$ cat src/rtl/srtf_pkg.sv
// shared types and constants of the srtf tick scheduler
package srtf_pkg;

  typedef enum logic [1:0] {
    ST_IDLE,
    ST_SCAN,
    ST_UPDATE,
    ST_EMIT
  } state_t;

  // control from the sequencer to the minimum scanner
  typedef struct packed {
    logic clear;
    logic sample;
    logic slot_ok;
  } scan_ctl_t;

  // one result, as held until the output register takes it
  typedef struct packed {
    logic [15:0] end_tick;
    logic [15:0] first_start;
    logic [7:0]  running_id;
    logic        finished;
    logic        idle;
    logic        dropped;
  } result_t;

  localparam logic FUNC_ARRIVAL = 1'b0;
  localparam logic FUNC_TICK    = 1'b1;

  // register index, taken from address bit 2
  localparam logic REG_CUTOFF = 1'b0;
  localparam logic [15:0] CUTOFF_RESET = 16'd100;

  localparam int ID_W       = 8;
  localparam int REM_W      = 8;
  localparam int OUT_TICK_W = 16;

  // job entry layout in memory: id, remaining, first start tick
  localparam int ID_LSB    = 0;
  localparam int REM_LSB   = ID_LSB + ID_W;
  localparam int START_LSB = REM_LSB + REM_W;

endpackage

$ cat src/rtl/srtf_tick_scheduler.sv
// srtf tick scheduler: arrivals fill a job table, each tick runs the shortest job
// an arrival goes from the request to the emit state, a tick through the scan and update states first
// one request at a time: a new one is taken only when the result is in the output register;
//   the minimum search reads one table entry per cycle from the job memory
// reset (rst_n low, synchronous) empties the table, zeroes the tick counter and
//   sets start_cutoff to 100; job memory contents are not cleared
module srtf_tick_scheduler
  import srtf_pkg::*;
#(
  parameter int TABLE_DEPTH = 16,
  parameter int TICK_WIDTH  = 16
) (
  input  logic        clk,
  input  logic        rst_n,
  // request channel
  input  logic        in_tvalid,
  output logic        in_tready,
  input  logic [15:0] in_tdata,      // job_id[7:0], burst[15:8]
  input  logic [0:0]  in_tuser,      // func[0]
  // result channel
  output logic        out_tvalid,
  input  logic        out_tready,
  output logic [39:0] out_tdata,     // running_id[7:0], first_start[23:8], end_tick[39:24]
  output logic [2:0]  out_tuser,     // dropped[0], idle[1], finished[2]
  // configuration port
  input  logic        cfg_psel,
  input  logic        cfg_penable,
  input  logic        cfg_pwrite,
  input  logic [2:0]  cfg_paddr,
  input  logic [31:0] cfg_pwdata,
  output logic [31:0] cfg_prdata,
  output logic        cfg_pready
);

  localparam int IDX_W   = $clog2(TABLE_DEPTH);
  localparam int CNT_W   = $clog2(TABLE_DEPTH + 1);
  localparam int ENTRY_W = START_LSB + TICK_WIDTH;

  // fsm
  state_t state_r, state_nxt;

  // slot flags live in flops so the purge and the free-slot search act at once
  logic [TABLE_DEPTH-1:0] slot_valid_r;
  logic [TABLE_DEPTH-1:0] slot_started_r;
  logic [TICK_WIDTH-1:0]  now_tick_r;
  logic [15:0]            cutoff_r;

  // scan sequencing
  logic [CNT_W-1:0] rd_cnt_r;
  logic             rd_pend_r;
  logic [IDX_W-1:0] rd_slot_r;

  result_t res_r;
  result_t res_nxt;
  result_t out_r;
  logic    out_tvalid_r;

  // control from the output decode
  logic rd_en;
  logic scan_clear;
  logic upd_en;
  logic emit_load;

  // request decode
  logic       in_accept;
  logic       is_tick;
  logic       cutoff_hit;
  logic [7:0] req_id;
  logic [7:0] req_burst;

  // lowest free slot
  logic             free_found;
  logic [IDX_W-1:0] free_idx;

  // memory ports
  logic               mem_we;
  logic [IDX_W-1:0]   mem_waddr;
  logic [ENTRY_W-1:0] mem_wdata;
  logic [ENTRY_W-1:0] mem_rdata;

  // scanner
  scan_ctl_t         scan_ctl;
  logic              best_found;
  logic [IDX_W-1:0]  best_idx;
  logic [ID_W-1:0]   best_id;
  logic [REM_W-1:0]  best_rem;
  logic [TICK_WIDTH-1:0] best_start;

  // update of the chosen job
  logic                  upd_done;
  logic [TICK_WIDTH-1:0] upd_start;
  logic [REM_W-1:0]      upd_rem;

  logic cfg_write;

  assign in_accept  = in_tvalid && in_tready;
  assign is_tick    = (in_tuser[0] == FUNC_TICK);
  assign req_id     = in_tdata[7:0];
  assign req_burst  = in_tdata[15:8];
  assign cutoff_hit = (32'(now_tick_r) >= 32'(cutoff_r));

  // priority search, lowest index wins
  always_comb begin
    free_found = 1'b0;
    free_idx   = '0;
    for (int s = TABLE_DEPTH - 1; s >= 0; s--) begin
      if (!slot_valid_r[s]) begin
        free_found = 1'b1;
        free_idx   = IDX_W'(s);
      end
    end
  end

  // next state
  always_comb begin
    state_nxt = state_r;
    case (state_r)
      ST_IDLE: begin
        if (in_accept) begin
          state_nxt = is_tick ? ST_SCAN : ST_EMIT;
        end
      end
      ST_SCAN: begin
        // the last entry is sampled in the cycle the counter reaches the depth
        if (rd_cnt_r == CNT_W'(TABLE_DEPTH)) begin
          state_nxt = ST_UPDATE;
        end
      end
      ST_UPDATE: state_nxt = ST_EMIT;
      ST_EMIT: begin
        if (emit_load) begin
          state_nxt = ST_IDLE;
        end
      end
      default: state_nxt = ST_IDLE;
    endcase
  end

  // control outputs
  always_comb begin
    in_tready  = 1'b0;
    rd_en      = 1'b0;
    scan_clear = 1'b0;
    upd_en     = 1'b0;
    emit_load  = 1'b0;
    case (state_r)
      ST_IDLE: begin
        in_tready  = 1'b1;
        scan_clear = 1'b1;
      end
      ST_SCAN: begin
        rd_en = (rd_cnt_r != CNT_W'(TABLE_DEPTH));
      end
      ST_UPDATE: upd_en = 1'b1;
      ST_EMIT: begin
        emit_load = !out_tvalid_r || out_tready;
      end
      default: begin
        in_tready = 1'b0;
      end
    endcase
  end

  always_ff @(posedge clk) begin
    if (!rst_n) begin
      state_r <= ST_IDLE;
    end else begin
      state_r <= state_nxt;
    end
  end

  // scan read sequencing
  always_ff @(posedge clk) begin
    if (!rst_n) begin
      rd_cnt_r  <= '0;
      rd_pend_r <= 1'b0;
    end else begin
      rd_pend_r <= rd_en;
      if (state_r == ST_IDLE) begin
        rd_cnt_r <= '0;
      end else if (rd_en) begin
        rd_cnt_r <= rd_cnt_r + CNT_W'(1);
      end
    end
  end

  always_ff @(posedge clk) begin
    if (rd_en) begin
      rd_slot_r <= rd_cnt_r[IDX_W-1:0];
    end
  end

  assign scan_ctl.clear   = scan_clear;
  assign scan_ctl.sample  = rd_pend_r;
  assign scan_ctl.slot_ok = slot_valid_r[rd_slot_r];

  // chosen job: first start is now unless it already ran; burst 0 finishes like 1
  assign upd_done  = (best_rem <= REM_W'(1));
  assign upd_start = slot_started_r[best_idx] ? best_start : now_tick_r;
  assign upd_rem   = upd_done ? '0 : (best_rem - REM_W'(1));

  // memory write: an arrival at request time or the write-back at update
  always_comb begin
    mem_we    = 1'b0;
    mem_waddr = free_idx;
    mem_wdata = {TICK_WIDTH'(0), req_burst, req_id};
    if (in_accept && !is_tick) begin
      mem_we = free_found;
    end else if (upd_en) begin
      mem_we    = best_found;
      mem_waddr = best_idx;
      mem_wdata = {upd_start, upd_rem, best_id};
    end
  end

  srtf_job_mem #(
    .DEPTH  (TABLE_DEPTH),
    .DATA_W (ENTRY_W)
  ) u_mem (
    .clk   (clk),
    .we    (mem_we),
    .waddr (mem_waddr),
    .wdata (mem_wdata),
    .re    (rd_en),
    .raddr (rd_cnt_r[IDX_W-1:0]),
    .rdata (mem_rdata)
  );

  srtf_min_scan #(
    .DEPTH  (TABLE_DEPTH),
    .TICK_W (TICK_WIDTH)
  ) u_scan (
    .clk        (clk),
    .rst_n      (rst_n),
    .ctl        (scan_ctl),
    .slot       (rd_slot_r),
    .rd_data    (mem_rdata),
    .best_found (best_found),
    .best_idx   (best_idx),
    .best_id    (best_id),
    .best_rem   (best_rem),
    .best_start (best_start)
  );

  // slot flags and tick counter
  always_ff @(posedge clk) begin
    if (!rst_n) begin
      slot_valid_r   <= '0;
      slot_started_r <= '0;
      now_tick_r     <= '0;
    end else begin
      if (in_accept && !is_tick && free_found) begin
        slot_valid_r[free_idx]   <= 1'b1;
        slot_started_r[free_idx] <= 1'b0;
      end else if (in_accept && is_tick && cutoff_hit) begin
        // purge jobs that never ran, before the search
        slot_valid_r <= slot_valid_r & slot_started_r;
      end else if (upd_en) begin
        if (best_found) begin
          slot_started_r[best_idx] <= 1'b1;
          if (upd_done) begin
            slot_valid_r[best_idx] <= 1'b0;
          end
        end
        now_tick_r <= now_tick_r + TICK_WIDTH'(1);
      end
    end
  end

  // pending result
  always_comb begin
    res_nxt = '0;
    if (in_accept && !is_tick) begin
      res_nxt.dropped = !free_found;
    end else if (upd_en) begin
      if (!best_found) begin
        res_nxt.idle = 1'b1;
      end else begin
        res_nxt.running_id = best_id;
        if (upd_done) begin
          res_nxt.finished    = 1'b1;
          res_nxt.first_start = OUT_TICK_W'(upd_start);
          res_nxt.end_tick    = OUT_TICK_W'(now_tick_r);
        end
      end
    end
  end

  always_ff @(posedge clk) begin
    if ((in_accept && !is_tick) || upd_en) begin
      res_r <= res_nxt;
    end
  end

  // output register
  always_ff @(posedge clk) begin
    if (!rst_n) begin
      out_tvalid_r <= 1'b0;
    end else if (emit_load) begin
      out_tvalid_r <= 1'b1;
    end else if (out_tready) begin
      out_tvalid_r <= 1'b0;
    end
  end

  always_ff @(posedge clk) begin
    if (emit_load) begin
      out_r <= res_r;
    end
  end

  assign out_tvalid = out_tvalid_r;
  assign out_tdata  = {out_r.end_tick, out_r.first_start, out_r.running_id};
  assign out_tuser  = {out_r.finished, out_r.idle, out_r.dropped};

  // configuration register
  assign cfg_pready = 1'b1;
  assign cfg_write  = cfg_psel && cfg_penable && cfg_pwrite && cfg_pready
                      && (cfg_paddr[2] == REG_CUTOFF);

  always_ff @(posedge clk) begin
    if (!rst_n) begin
      cutoff_r <= CUTOFF_RESET;
    end else if (cfg_write) begin
      cutoff_r <= cfg_pwdata[15:0];
    end
  end

  assign cfg_prdata = (cfg_paddr[2] == REG_CUTOFF) ? {16'd0, cutoff_r} : 32'd0;

`ifndef SYNTHESIS
  // the job memory is never written while the search reads it
  a_no_write_in_scan: assert property (@(posedge clk) disable iff (!rst_n)
    state_r == ST_SCAN |-> !mem_we)
    else $error("job memory written during scan");

  // the read counter never runs past the table
  a_scan_bound: assert property (@(posedge clk) disable iff (!rst_n)
    state_r == ST_SCAN |-> rd_cnt_r <= CNT_W'(TABLE_DEPTH))
    else $error("scan counter beyond table depth");

  // after a purging tick no unstarted job is left in the table
  a_purge: assert property (@(posedge clk) disable iff (!rst_n)
    (in_accept && is_tick && cutoff_hit) |=> ((slot_valid_r & ~slot_started_r) == '0))
    else $error("unstarted job survived the cutoff purge");

  // a finished job is never reported with idle or dropped
  a_result_flags: assert property (@(posedge clk) disable iff (!rst_n)
    state_r == ST_EMIT |-> !(res_r.finished && (res_r.idle || res_r.dropped)))
    else $error("inconsistent result flags");

  // results only leave through the emit state
  a_emit_only: assert property (@(posedge clk) disable iff (!rst_n)
    $rose(out_tvalid_r) |-> $past(state_r == ST_EMIT))
    else $error("result presented outside emit");
`endif

endmodule

$ cat src/rtl/srtf_job_mem.sv
// job table memory: one write port, one registered read port
module srtf_job_mem #(
  parameter int DEPTH  = 16,
  parameter int DATA_W = 32
) (
  input  logic                     clk,
  input  logic                     we,
  input  logic [$clog2(DEPTH)-1:0] waddr,
  input  logic [DATA_W-1:0]        wdata,
  input  logic                     re,
  input  logic [$clog2(DEPTH)-1:0] raddr,
  output logic [DATA_W-1:0]        rdata
);

  logic [DATA_W-1:0] mem [DEPTH];

  always_ff @(posedge clk) begin
    if (we) begin
      mem[waddr] <= wdata;
    end
  end

  always_ff @(posedge clk) begin
    if (re) begin
      rdata <= mem[raddr];
    end
  end

endmodule

$ cat src/rtl/srtf_min_scan.sv
// running minimum of remaining time over the entries streamed from memory
module srtf_min_scan
  import srtf_pkg::*;
#(
  parameter int DEPTH  = 16,
  parameter int TICK_W = 16
) (
  input  logic                            clk,
  input  logic                            rst_n,
  input  scan_ctl_t                       ctl,
  input  logic [$clog2(DEPTH)-1:0]        slot,
  input  logic [START_LSB+TICK_W-1:0]     rd_data,
  output logic                            best_found,
  output logic [$clog2(DEPTH)-1:0]        best_idx,
  output logic [ID_W-1:0]                 best_id,
  output logic [REM_W-1:0]                best_rem,
  output logic [TICK_W-1:0]               best_start
);

  logic [REM_W-1:0] cand_rem;
  logic             take;

  logic                     found_r;
  logic [$clog2(DEPTH)-1:0] idx_r;
  logic [ID_W-1:0]          id_r;
  logic [REM_W-1:0]         rem_r;
  logic [TICK_W-1:0]        start_r;

  assign cand_rem = rd_data[REM_LSB +: REM_W];
  // strict less-than keeps the lowest slot on a tie
  assign take = ctl.sample && ctl.slot_ok && (!found_r || (cand_rem < rem_r));

  always_ff @(posedge clk) begin
    if (!rst_n) begin
      found_r <= 1'b0;
    end else if (ctl.clear) begin
      found_r <= 1'b0;
    end else if (take) begin
      found_r <= 1'b1;
    end
  end

  always_ff @(posedge clk) begin
    if (take) begin
      idx_r   <= slot;
      id_r    <= rd_data[ID_LSB +: ID_W];
      rem_r   <= cand_rem;
      start_r <= rd_data[START_LSB +: TICK_W];
    end
  end

  assign best_found = found_r;
  assign best_idx   = idx_r;
  assign best_id    = id_r;
  assign best_rem   = rem_r;
  assign best_start = start_r;

endmodule

$ cat config.mk
export PLATFORM = sky130hd
export DESIGN_NAME = srtf_tick_scheduler
export DESIGN_NICKNAME = d
export VERILOG_FILES = /design/src/rtl/srtf_pkg.sv /design/src/rtl/srtf_tick_scheduler.sv /design/src/rtl/srtf_job_mem.sv /design/src/rtl/srtf_min_scan.sv
export SDC_FILE = /design/constraint.sdc
export NUM_CORES = 1
export LEC_CHECK = 0
export BUFFER_PORTS_ARGS = -buffer_cell sky130_fd_sc_hd__buf_2
export CAP_MARGIN = 20
export CORE_MARGIN = 8
export CORE_UTILIZATION = 65
export CTS_CLUSTER_SIZE = 30
export DETAILED_ROUTE_END_ITERATION = 7
export PLACE_DENSITY = 0.84
export SLEW_MARGIN = 20
export SYNTH_ARGS = -nofsm -noshare
export SYNTH_HDL_FRONTEND = slang
export SYNTH_SLANG_ARGS = --single-unit
$ cat constraint.sdc
create_clock -name clk -period 9.2 [get_ports clk]
set_clock_uncertainty 0.1 [all_clocks]
set_input_delay 0.92 -clock clk [delete_from_list [all_inputs] [get_ports clk]]
set_output_delay 0.92 -clock clk [all_outputs]
set_load 0.005 [all_outputs]
## Word level (Yosys, flattened, before mapping)

Memories as Yosys holds them, arrays and structs flattened. A register that Yosys moved wholly into a read port is not among the register bits.
Cells that the tools add are included.

- Add/subtract/negate cells: 3
- $lt $le $gt $ge: 8
- Equality and inequality tests: 9
- Multiplexer cells: 73
- Bitwise operators: 14
- Reductions and logical operators: 35

Operator list:

| operator | count |
|---|---|
| $mux W16 | 11 |
| $mux W4 | 18 |
| $mux W32 | 2 |
| $and A16 B16 Y16 | 3 |
| $mux W1 | 32 |
| $not A16 Y16 | 2 |
| $or A16 B16 Y16 | 2 |
| $add A16 B1 Y16 const B | 1 |
| $ge A16 B16 Y1 | 1 |
| $lt A4 B5 Y1 const B | 3 |
| $logic_and A1 B1 Y1 | 12 |
| $reduce_and A3 Y1 | 4 |
| $reduce_bool A3 Y1 | 3 |
| $bmux W1 S4 | 2 |
| $demux W1 S4 | 2 |
| $ge A4 B1 Y1 const B | 2 |
| $le A8 B1 Y1 const B | 1 |
| $lt A8 B8 Y1 | 1 |
| $mux W2 | 4 |
| $mux W8 | 1 |
| $ne A2 B2 Y1 const B | 4 |
| $pmux W2 S4 | 1 |
| $sub A8 B1 Y8 const B | 1 |
| $not A1 Y1 | 7 |
| other kinds (12) | 22 |

- Register bits after elaboration: 200
- Memory bits (writable): 512
- Bits of input ports: 59
- Output and inout port bits: 78
- Logic and storage cells: 169
- Memories: 1

Memories:

| name | words | width | rd ports | clocked after memory_dff | write ports | line | text |
|---|---|---|---|---|---|---|---|
| u_mem.mem | 16 | 32 | 1 | 1 | 1 | srtf_job_mem.sv:15 | `logic [DATA_W-1:0] mem [DEPTH];` |

## Logic depth before layout (Yosys ltp)

Gate-level depths: netlist of run 1.

- Depth after elaboration: 23
- Gate-level depth with buffers: 11
- Mapped depth without buffers: 8

## Cells and area by module

Synthesis of run 1 repeated with hierarchy kept, for this count alone.

- Cell total of the unflattened synthesis: 1738
- Area total of the unflattened synthesis: 29847.4 um2

Modules (own cells, without submodules):

| module | instances | cells an instance | area an instance (um2) | sequential area each (um2) |
|---|---|---|---|---|
| srtf_job_mem | 1 | 838 | 20174.3 | 16335.7 |
| srtf_tick_scheduler | 1 | 838 | 8348.0 | 4164.0 |
| srtf_min_scan | 1 | 62 | 1325.0 | 1101.1 |

## Least setup slack after synthesis of run 1

OpenSTA, ideal clock, no wires.

- Kind: input-to-reg
- Start point: in in_tuser
- End point: mem u_mem.mem[8][0], enable pin
- Library setup time: 0.421 ns
- Arrival time: 3.336 ns
- Data required time: 8.679 ns
- Setup slack: 5.343 ns
- Stages: 7
- Path buffers: 2
- Path through: nand3b_1 clkbuf_1 and2_1 clkbuf_1 a21oi_1 nand2_1 nor2_1

- Cells in the longest elaborated chain, start to end: 5
- Elaborated cells on any way between the ends: 6
- Classes of those cells: mux: 4; reduce/logical: 2

Ends and longest elaborated chain:

| what | line | text |
|---|---|---|
| start, declared | srtf_tick_scheduler.sv:19 | `input logic [0:0] in_tuser,` |
| $logic_not A1 Y1 (*) | srtf_tick_scheduler.sv:207 | `if (in_accept && !is_tick) begin` |
| $logic_and A1 B1 Y1 (*) | srtf_tick_scheduler.sv:207 |  |
| $mux W1 | srtf_tick_scheduler.sv:207 |  |
| $mux W1 | srtf_job_mem.sv:18 | `if (we) begin` |
| $mux W1 (implied by the code) | srtf_job_mem.sv:19 | `mem[waddr] <= wdata;` |
| end, declared | srtf_job_mem.sv:15 |  |

Every way passes the cells marked *; elsewhere a longest branch is shown, timed or not.

## Worst setup path in the final report of run 1

- Start point: reg state_r[1]
- End point: mem u_mem.mem[1][14], enable pin

- Cells in the longest elaborated chain, start to end: 7
- Elaborated cells on any way between the ends: 12
- Classes of those cells: eq/ne: 1; mux: 8; reduce/logical: 3

Ends and longest elaborated chain:

| what | line | text |
|---|---|---|
| start, declared | srtf_tick_scheduler.sv:40 | `state_t state_r, state_nxt;` |
| start signal, assigned | srtf_tick_scheduler.sv:168 | `state_r <= state_nxt;` |
| $logic_not A2 Y1 | srtf_tick_scheduler.sv:146 | `case (state_r)` |
| $mux W1 | srtf_tick_scheduler.sv:146 |  |
| $logic_and A1 B1 Y1 | srtf_tick_scheduler.sv:96 | `assign in_accept = in_tvalid && in_tready;` |
| $logic_and A1 B1 Y1 | srtf_tick_scheduler.sv:207 |  |
| $mux W1 | srtf_tick_scheduler.sv:207 |  |
| $mux W1 | srtf_job_mem.sv:18 |  |
| $mux W1 (implied by the code) | srtf_job_mem.sv:19 |  |

Parallel ways exist; a longest one is shown, timed or not.

==> key figures, run 1 <==
Run status
  • Outcome: complete, no violations

Global routing
  • Antenna violations before repair: 0
  • Largest net degree at the start of global routing: 94
  • GRT Overall Usage: 27.8%
  • Overflow after GRT: 0
  • Via count of the first global-routing pass: 17,034
  • Global-route wire length before repair: 109,000 um

Finish
  • N_diodes: 0
  • Post-layout nets: 1,889
  • Commonest cells after routing, fill and taps aside: 670 x sky130_fd_sc_hd__edfxtp_1, 170 x sky130_fd_sc_hd__mux4_2, 124 x sky130_fd_sc_hd__nand2_1
  • Share of post-route cells with drive strength above 1: 24.7%
  • Most frequent standard cell in the layout excluding fill and tap cells: sky130_fd_sc_hd__edfxtp_1
  • Area added between synthesis and finish: 12.2%
  • Layout Cell Area excl Fill: 33,400 um2

Detailed routing
  • Number of nets still failing antenna checks after routing: 0
  • Detailed-route wire length per cell: 30.0 um
  • Detailed-router iteration count before antenna repair: 7
  • Number of design rule violations left after detail routing: 0
  • Average via count per standard cell: 6.86
  • Total via count in the routed design: 16,856
  • Routed WL: 73,800 um
  • Number of DRC violations after detailed-routing iteration 0: 2,390

STA
  • Measured slew at the worst slew-check pin: 1.11 ns
  • Max-slew violation count: 0
  • Setup Viol. Count Final: 0
  • Time the worst path needs with I/O delays and setup: 4.25 ns
  • Relative max-transition margin: 25.4%
  • Fin crit share: 46.1%
  • RSZ-0062 raised after global routing: no
  • Total Negative Setup Slacks: 0 ns
  • Maximum clock frequency: 236 MHz
  • Fin. Hold Viols: 0

Floorplanning
  • Boundary Pins: 137
  • Core region area: 45,300 um2
  • Height of the chip: 230 um
  • Die area: 52,900 um2
  • Die Span X: 230 um
  • Starting density of the core: 65.8%
  • Cell Rows: 78

Worst setup path
  • Worst R2R Start: state_r[1]
  • Slack of the worst reg-to-reg path: 4.95 ns
  • Critical path startpoint category: flop
  • Worst-case reg-to-reg path depth: 9
  • Worst reg2reg path endpoint: u_mem.mem[1][14]
  • Highest fanout seen on the critical path: 24
  • Data required time of the worst path: 9.34 ns
  • Worst setup path category: reg -> reg
  • Crit. End Element: flop
  • Endpoint arrival time on the critical path: 4.39 ns

Placed design
  • Post-DP HPWL: 38,600 um
  • Placed standard-cell area: 31,100 um2
  • Gpl congestion: 0.901
  • Count of port buffers added during placement: 101

Clock network
  • Level count of the clock H-tree: 3
  • TritonCTS clock tree: built
  • Clock latency on the worst-skew pair: 0.63 ns
  • Post-CTS setup repair buffer count: 0
  • CTS buffer count: 74
  • Total of hold buffers inserted after clock tree synthesis: 0
  • Clock transition at the register clock pins on the worst setup and hold paths after CTS: 0.07 ns
  • Master cell of the clock root buffer: sky130_fd_sc_hd__clkbuf_16
  • Count of instances resized after the clock tree is built: 0
  • Sinks on the clock net: 744
  • Buffer depth of the longest clock path: 3

Logic synthesis
  • Synthesized area divided by synthesized cell count: 17.8 um2
  • Share of synthesized registers carrying an async set or reset: 0%
  • Most common flop cell mapped by yosys: sky130_fd_sc_hd__edfxtp_1
  • Register bit total from synthesis: 744
  • Cell area after technology mapping: 29,800 um2
  • Part of the Yosys area used for sequential elements: 72.5%
  • Number of enable flip-flop cells after synthesis: 670
  • Yosys cell types: 62
  • YS warnings: 0
  • Cells after Synth: 1,670

Power
  • Worst IR drop on VDD: 0.214 mV
  • Power density over the cells: 244 nW/um2
  • Leakage Power: 10.3 nW

Min path
  • Worst hold path cell count: 0
  • Worst hold path startpoint: u_mem.rdata[7]
  • Tightest Hold Check Type: reg -> reg
  • Hold worst-path end: u_scan.best_id[7]

Run
  • Max cap viols: 0
-- cells by family after synthesis --
kind of cell | Yosys count | synth area share [%]
AOI/OAI and AO/OA | 170 | 3.92
xor gates and xnor gates | 8 | 0.235
adders and majority gates | 33 | 1.39
buffers and inverters | 142 | 2.10
DFF | 744 | 72.5
muxes | 199 | 13.8
other | 2 | 0.0252
and+or+nand+nor | 372 | 5.96
-- routing by layer --
metal	track usage [%]	wire length [um]
met2	47.0	37500
met3	5.71	7070
met1	35.8	26700
met5	0	0
met4	9.64	2490
-- worst max-delay path: stages (launching register included) --
cell                       delay (ns)
sky130_fd_sc_hd__dfxtp_1         0.42
sky130_fd_sc_hd__inv_1           0.09
sky130_fd_sc_hd__ha_1            0.34
sky130_fd_sc_hd__nand3b_1        0.51
sky130_fd_sc_hd__and2_1          0.67
sky130_fd_sc_hd__a211oi_1        0.17
sky130_fd_sc_hd__a21oi_1         0.22
sky130_fd_sc_hd__nand2_1         0.30
sky130_fd_sc_hd__nor2_4          0.48
sky130_fd_sc_hd__buf_4           0.56
-- through the flow --
step | utilization (%) | hold slack (ns) | std cells | setup slack (ns) | total power, mW
after global placement | 68.6 | 0.300 | 2321 | 5.09 | 5.22
after floorplan | - | 0.300 | 1685 | 5.34 | 4.88
after detailed placement | 68.6 | 0.305 | 2321 | 4.98 | 5.29
after CTS | 73.8 | 0.312 | 2457 | 5.01 | 8.18
final | 73.8 | 0.316 | 2457 | 4.95 | 8.16
after global routing | 73.8 | 0.319 | 2457 | 4.87 | 8.39
-- power by group --
part           switching (mW)  total [mW]  internal [mW]
clock                    1.28        2.91           1.64
sequential              0.118        4.23           4.11
combinational           0.690        1.02          0.330
-- Yosys cell counts, types with 12 or more instances --
library cell	n	area, um2
sky130_fd_sc_hd__mux4_2	170	3830
sky130_fd_sc_hd__buf_4	18	135
sky130_fd_sc_hd__ha_1	33	413
sky130_fd_sc_hd__clkbuf_1	54	203
sky130_fd_sc_hd__and3_1	12	75.1
sky130_fd_sc_hd__dfxtp_1	74	1480
sky130_fd_sc_hd__o211ai_1	18	135
sky130_fd_sc_hd__nand4_1	19	119
sky130_fd_sc_hd__o21ai_0	13	65.1
sky130_fd_sc_hd__nand2_1	125	469
sky130_fd_sc_hd__a21oi_1	49	245
sky130_fd_sc_hd__nor3_1	18	90.1
sky130_fd_sc_hd__nor2_1	94	353
sky130_fd_sc_hd__buf_2	14	70.1
sky130_fd_sc_hd__inv_1	38	143
sky130_fd_sc_hd__mux2i_1	26	260
sky130_fd_sc_hd__buf_1	16	60.1
sky130_fd_sc_hd__o31ai_1	18	135
sky130_fd_sc_hd__and2_1	29	181
sky130_fd_sc_hd__nand3_1	19	95.1
sky130_fd_sc_hd__edfxtp_1	670	20100
-- sequential cells by signal, indices dropped and copies added (netlist names), 32 cells and up --
register	count
u_mem.mem	512
res_r	43
out_tdata	40
u_mem.rdata	32
-- worst max path at each step --
stage                          start  cells past startpoint  slack [ns]               end
after CTS                 state_r[1]                      9        5.01  u_mem.mem[1][14]
after global routing      state_r[1]                      9        4.87  u_mem.mem[1][18]
after detailed placement    in_tuser                      8        4.98  u_mem.mem[1][10]
after global placement     in_tvalid                      8        5.09   u_mem.mem[0][1]
final                     state_r[1]                      9        4.95  u_mem.mem[1][14]
after floorplan             in_tuser                      7        5.34   u_mem.mem[8][0]
-- area by class of cell --
cell class                      instances  area, um2
Multi-Input combinational cell        799       7770
Tap cell                              600        751
Sequential cell                       744      21600
Clock buffer                           97       2000
Clock inverter                         39        330
Timing Repair Buffer                  139        803
Inverter                               39        146
Fill cell                            2513      11900
No activity file was read; power rests on OpenSTA's default activity.
==> inputs of run 2 (changes only) <==
- CORE_UTILIZATION: 65 -> 61
- PLACE_DENSITY: 0.84 -> 0.79
- clock period: 9.2 -> 4.2 ns (I/O delays scaled with it)
==> run 2 against run 1 <==
Final area increased by 2.0%. Count of clock-buffer cells in the layout decreased by 6. Utilization decreased by 3.6 points. Critical path type unchanged. Highest routed layer is now met5.
==> key figures, run 2 (same netlist as run 1, synthesis figures left out) <==
Power
  • Worst IR drop on VDD: 0.480 mV (was 0.214 mV)
  • Power density over the cells: 542 nW/um2 (was 244 nW/um2)
  • Proportion of power drawn by flip-flops and latches: 49.8% (was 51.8%)
  • Total power: 18.5 mW (was 8.16 mW)
  • Cell-internal power: 14.0 mW (was 6.08 mW)
  • Clock share of power: 37.7% (was 35.7%)
  • Leakage Power: 10.6 nW (was 10.3 nW)
  • Switching pwr: 4.50 mW (was 2.09 mW)
  • Fraction of power spent switching nets: 24.4% (was 25.5%)
  • Gate power share: 12.5% (about the same)

Worst setup path
  • Highest fanout seen on the critical path: 18 (was 24)
  • Worst Setup SP: u_scan.best_idx[0] (was state_r[1])
  • Crit. End Element: flop (unchanged)
  • Last element of the critical path: u_mem.mem[6][29] (was u_mem.mem[1][14])
  • Slack of the worst reg-to-reg path: 0.43 ns (was 4.95 ns)
  • Endpoint arrival time on the critical path: 3.94 ns (was 4.39 ns)
  • Data required time of the worst path: 4.38 ns (was 9.34 ns)
  • Worst setup path category: reg -> reg (unchanged)
  • Worst R2R Start: u_scan.best_idx[0] (was state_r[1])
  • Critical path startpoint category: flop (unchanged)
  • Worst reg2reg path endpoint: u_mem.mem[6][29] (was u_mem.mem[1][14])
  • Worst-case reg-to-reg path depth: 5 (was 9)

Detailed routing
  • Number of design rule violations left after detail routing: 0 (unchanged)
  • Number of DRC violations after detailed-routing iteration 0: 2,021 (was 2,390)
  • Number of nets still failing antenna checks after routing: 0 (unchanged)
  • Routed WL: 72,400 um (was 73,800 um)
  • Total via count in the routed design: 16,677 (was 16,856)
  • Detailed-route wire length per cell: 28.8 um (was 30.0 um)
  • Average via count per standard cell: 6.64 (was 6.86)
  • Detailed-router iteration count before antenna repair: 7 (unchanged)

Finish
  • Register name with the most flops: u_mem.mem (unchanged)
  • N_diodes: 0 (unchanged)
  • Post-layout nets: 1,921 (was 1,889)
  • Layout fillers: 2,904 (was 2,513)
  • Core utilization of the finished layout: 70.2% (was 73.8%)
  • Flip-flop count of the largest register, all copies and words added: 512 (unchanged)
  • Area added between synthesis and finish: 14.4% (was 12.2%)
  • Share of post-route cells with drive strength above 1: 25.4% (was 24.7%)
  • Commonest cells after routing, fill and taps aside: 670 x sky130_fd_sc_hd__edfxtp_1, 170 x sky130_fd_sc_hd__mux4_2, 124 x sky130_fd_sc_hd__nand2_1 (unchanged)
  • Most frequent standard cell in the layout excluding fill and tap cells: sky130_fd_sc_hd__edfxtp_1 (unchanged)
  • Layout Cell Area excl Fill: 34,100 um2 (was 33,400 um2)

Floorplanning
  • Boundary Pins: 137 (unchanged)
  • Die Span X: 237 um (was 230 um)
  • Starting density of the core: 61.4% (was 65.8%)
  • Cell Rows: 81 (was 78)
  • Height of the chip: 237 um (was 230 um)
  • Die area: 56,200 um2 (was 52,900 um2)
  • Core region area: 48,500 um2 (was 45,300 um2)

Run
  • Max cap viols: 0 (unchanged)

STA
  • RSZ-0062 raised after global routing: no (unchanged)
  • Max-slew violation count: 0 (unchanged)
  • Fin crit share: 89.7% (was 46.1%)
  • Fin. Hold Viols: 0 (unchanged)
  • Time the worst path needs with I/O delays and setup: 3.77 ns (was 4.25 ns)
  • Maximum clock frequency: 265 MHz (was 236 MHz)
  • Total Negative Setup Slacks: 0 ns (unchanged)
  • Slack of the critical path: 0.431 ns (was 4.95 ns)
  • Relative max-transition margin: 31.4% (was 25.4%)
  • Measured slew at the worst slew-check pin: 1.03 ns (was 1.11 ns)
  • Setup Viol. Count Final: 0 (unchanged)

Placed design
  • Worst setup slack after placement: 0.565 ns (was 4.98 ns)
  • Placed standard-cell area: 31,300 um2 (was 31,100 um2)
  • Post-DP HPWL: 38,900 um (was 38,600 um)
  • Count of port buffers added during placement: 101 (unchanged)
  • Gpl congestion: 1.00 (was 0.901)

Clock network
  • Level count of the clock H-tree: 3 (unchanged)
  • Sinks on the clock net: 744 (unchanged)
  • TritonCTS clock tree: built (unchanged)
  • Clock transition at the register clock pins on the worst setup and hold paths after CTS: 0.07 ns (about the same)
  • Buffer depth of the longest clock path: 3 (unchanged)
  • Master cell of the clock root buffer: sky130_fd_sc_hd__clkbuf_16 (unchanged)
  • CTS buffer count: 73 (was 74)
  • Clock latency on the worst-skew pair: 0.62 ns (was 0.63 ns)
  • Count of instances resized after the clock tree is built: 0 (unchanged)

Min path
  • Tightest Hold Check Type: in -> reg (was reg -> reg)

Global routing
  • GRT Overall Usage: 25.7% (was 27.8%)
  • Overflow after GRT: 0 (unchanged)
  • Largest net degree at the start of global routing: 63 (was 94)
  • Via count of the first global-routing pass: 16,829 (was 17,034)
  • Global-route wire length before repair: 107,000 um (was 109,000 um)
  • Antenna violations before repair: 1 (was 0)

Run status
  • Outcome: complete, no violations (unchanged)
==> run 2: metrics by stage <==
step           hold WS, ns  std cells
2_1_floorplan        0.300       1685
3_3_place_gp         0.301       2360
3_5_place_dp         0.305       2360
4_1_cts              0.123       2511
5_1_grt              0.169       2511
6_report             0.153       2511
==> run 2: worst min path at each step <==
stage / depth (start not counted) / start / to / slack, ns
2_1_floorplan: 0 / res_r[3] / out_tdata[0] / 0.30
3_3_place_gp: 0 / u_mem.rdata[5] / u_scan.best_id[5] / 0.30
3_5_place_dp: 0 / res_r[36] / out_tdata[33] / 0.30
4_1_cts: 4 / out_tready / out_tvalid / 0.12
5_1_grt: 4 / out_tready / out_tvalid / 0.17
6_report: 4 / out_tready / out_tvalid / 0.15
==> run 2: what timing repair did <==
item | in CTS | in global routing
endpoints found under the hold margin | 16 | 0
buffers inserted | 0 | 0
endpoints found under the setup margin | 0 | 0
hold buffers | 16 | 0
==> run 2: power by group through the flow <==
| stage | clock network (mW) | registers, mW | logic [mW] |
|---|---|---|---|
| final | 6.96 | 9.21 | 2.31 |
| after global routing | 7.30 | 9.25 | 2.46 |
| after CTS | 7.04 | 9.21 | 2.31 |
| after detailed placement | 0 | 9.35 | 2.27 |
| after global placement | 0 | 9.32 | 2.19 |
| after floorplan | 0 | 9.29 | 1.40 |
==> run 2: critical path, stage by stage (launching register included) <==
cell and delay (ns):
sky130_fd_sc_hd__edfxtp_1 0.79, sky130_fd_sc_hd__mux4_2 0.60, sky130_fd_sc_hd__mux4_2 0.78, sky130_fd_sc_hd__nor2_1 0.22
sky130_fd_sc_hd__a21oi_1 0.10, sky130_fd_sc_hd__nor2_1 0.82
==> run 2: routing by layer <==
layer	GRT usage, %	up-vias	share of wire (%)
met4	8.29	2	3.2
met3	5.82	181	10
met5	0	-	0.018
li1	-	6975	-
met1	33.5	8479	37
met2	42.9	1040	49
==> run 2: cell type report <==
cell class | instances | area [um2] | area share, %
Clock buffer | 91 | 1950 | 5.71
Clock inverter | 44 | 619 | 1.82
Inverter | 39 | 146 | 0.430
Multi-Input combinational cell | 799 | 7760 | 22.8
Sequential cell | 744 | 21600 | 63.4
Tap cell | 622 | 778 | 2.28
Timing Repair Buffer | 172 | 1200 | 3.53
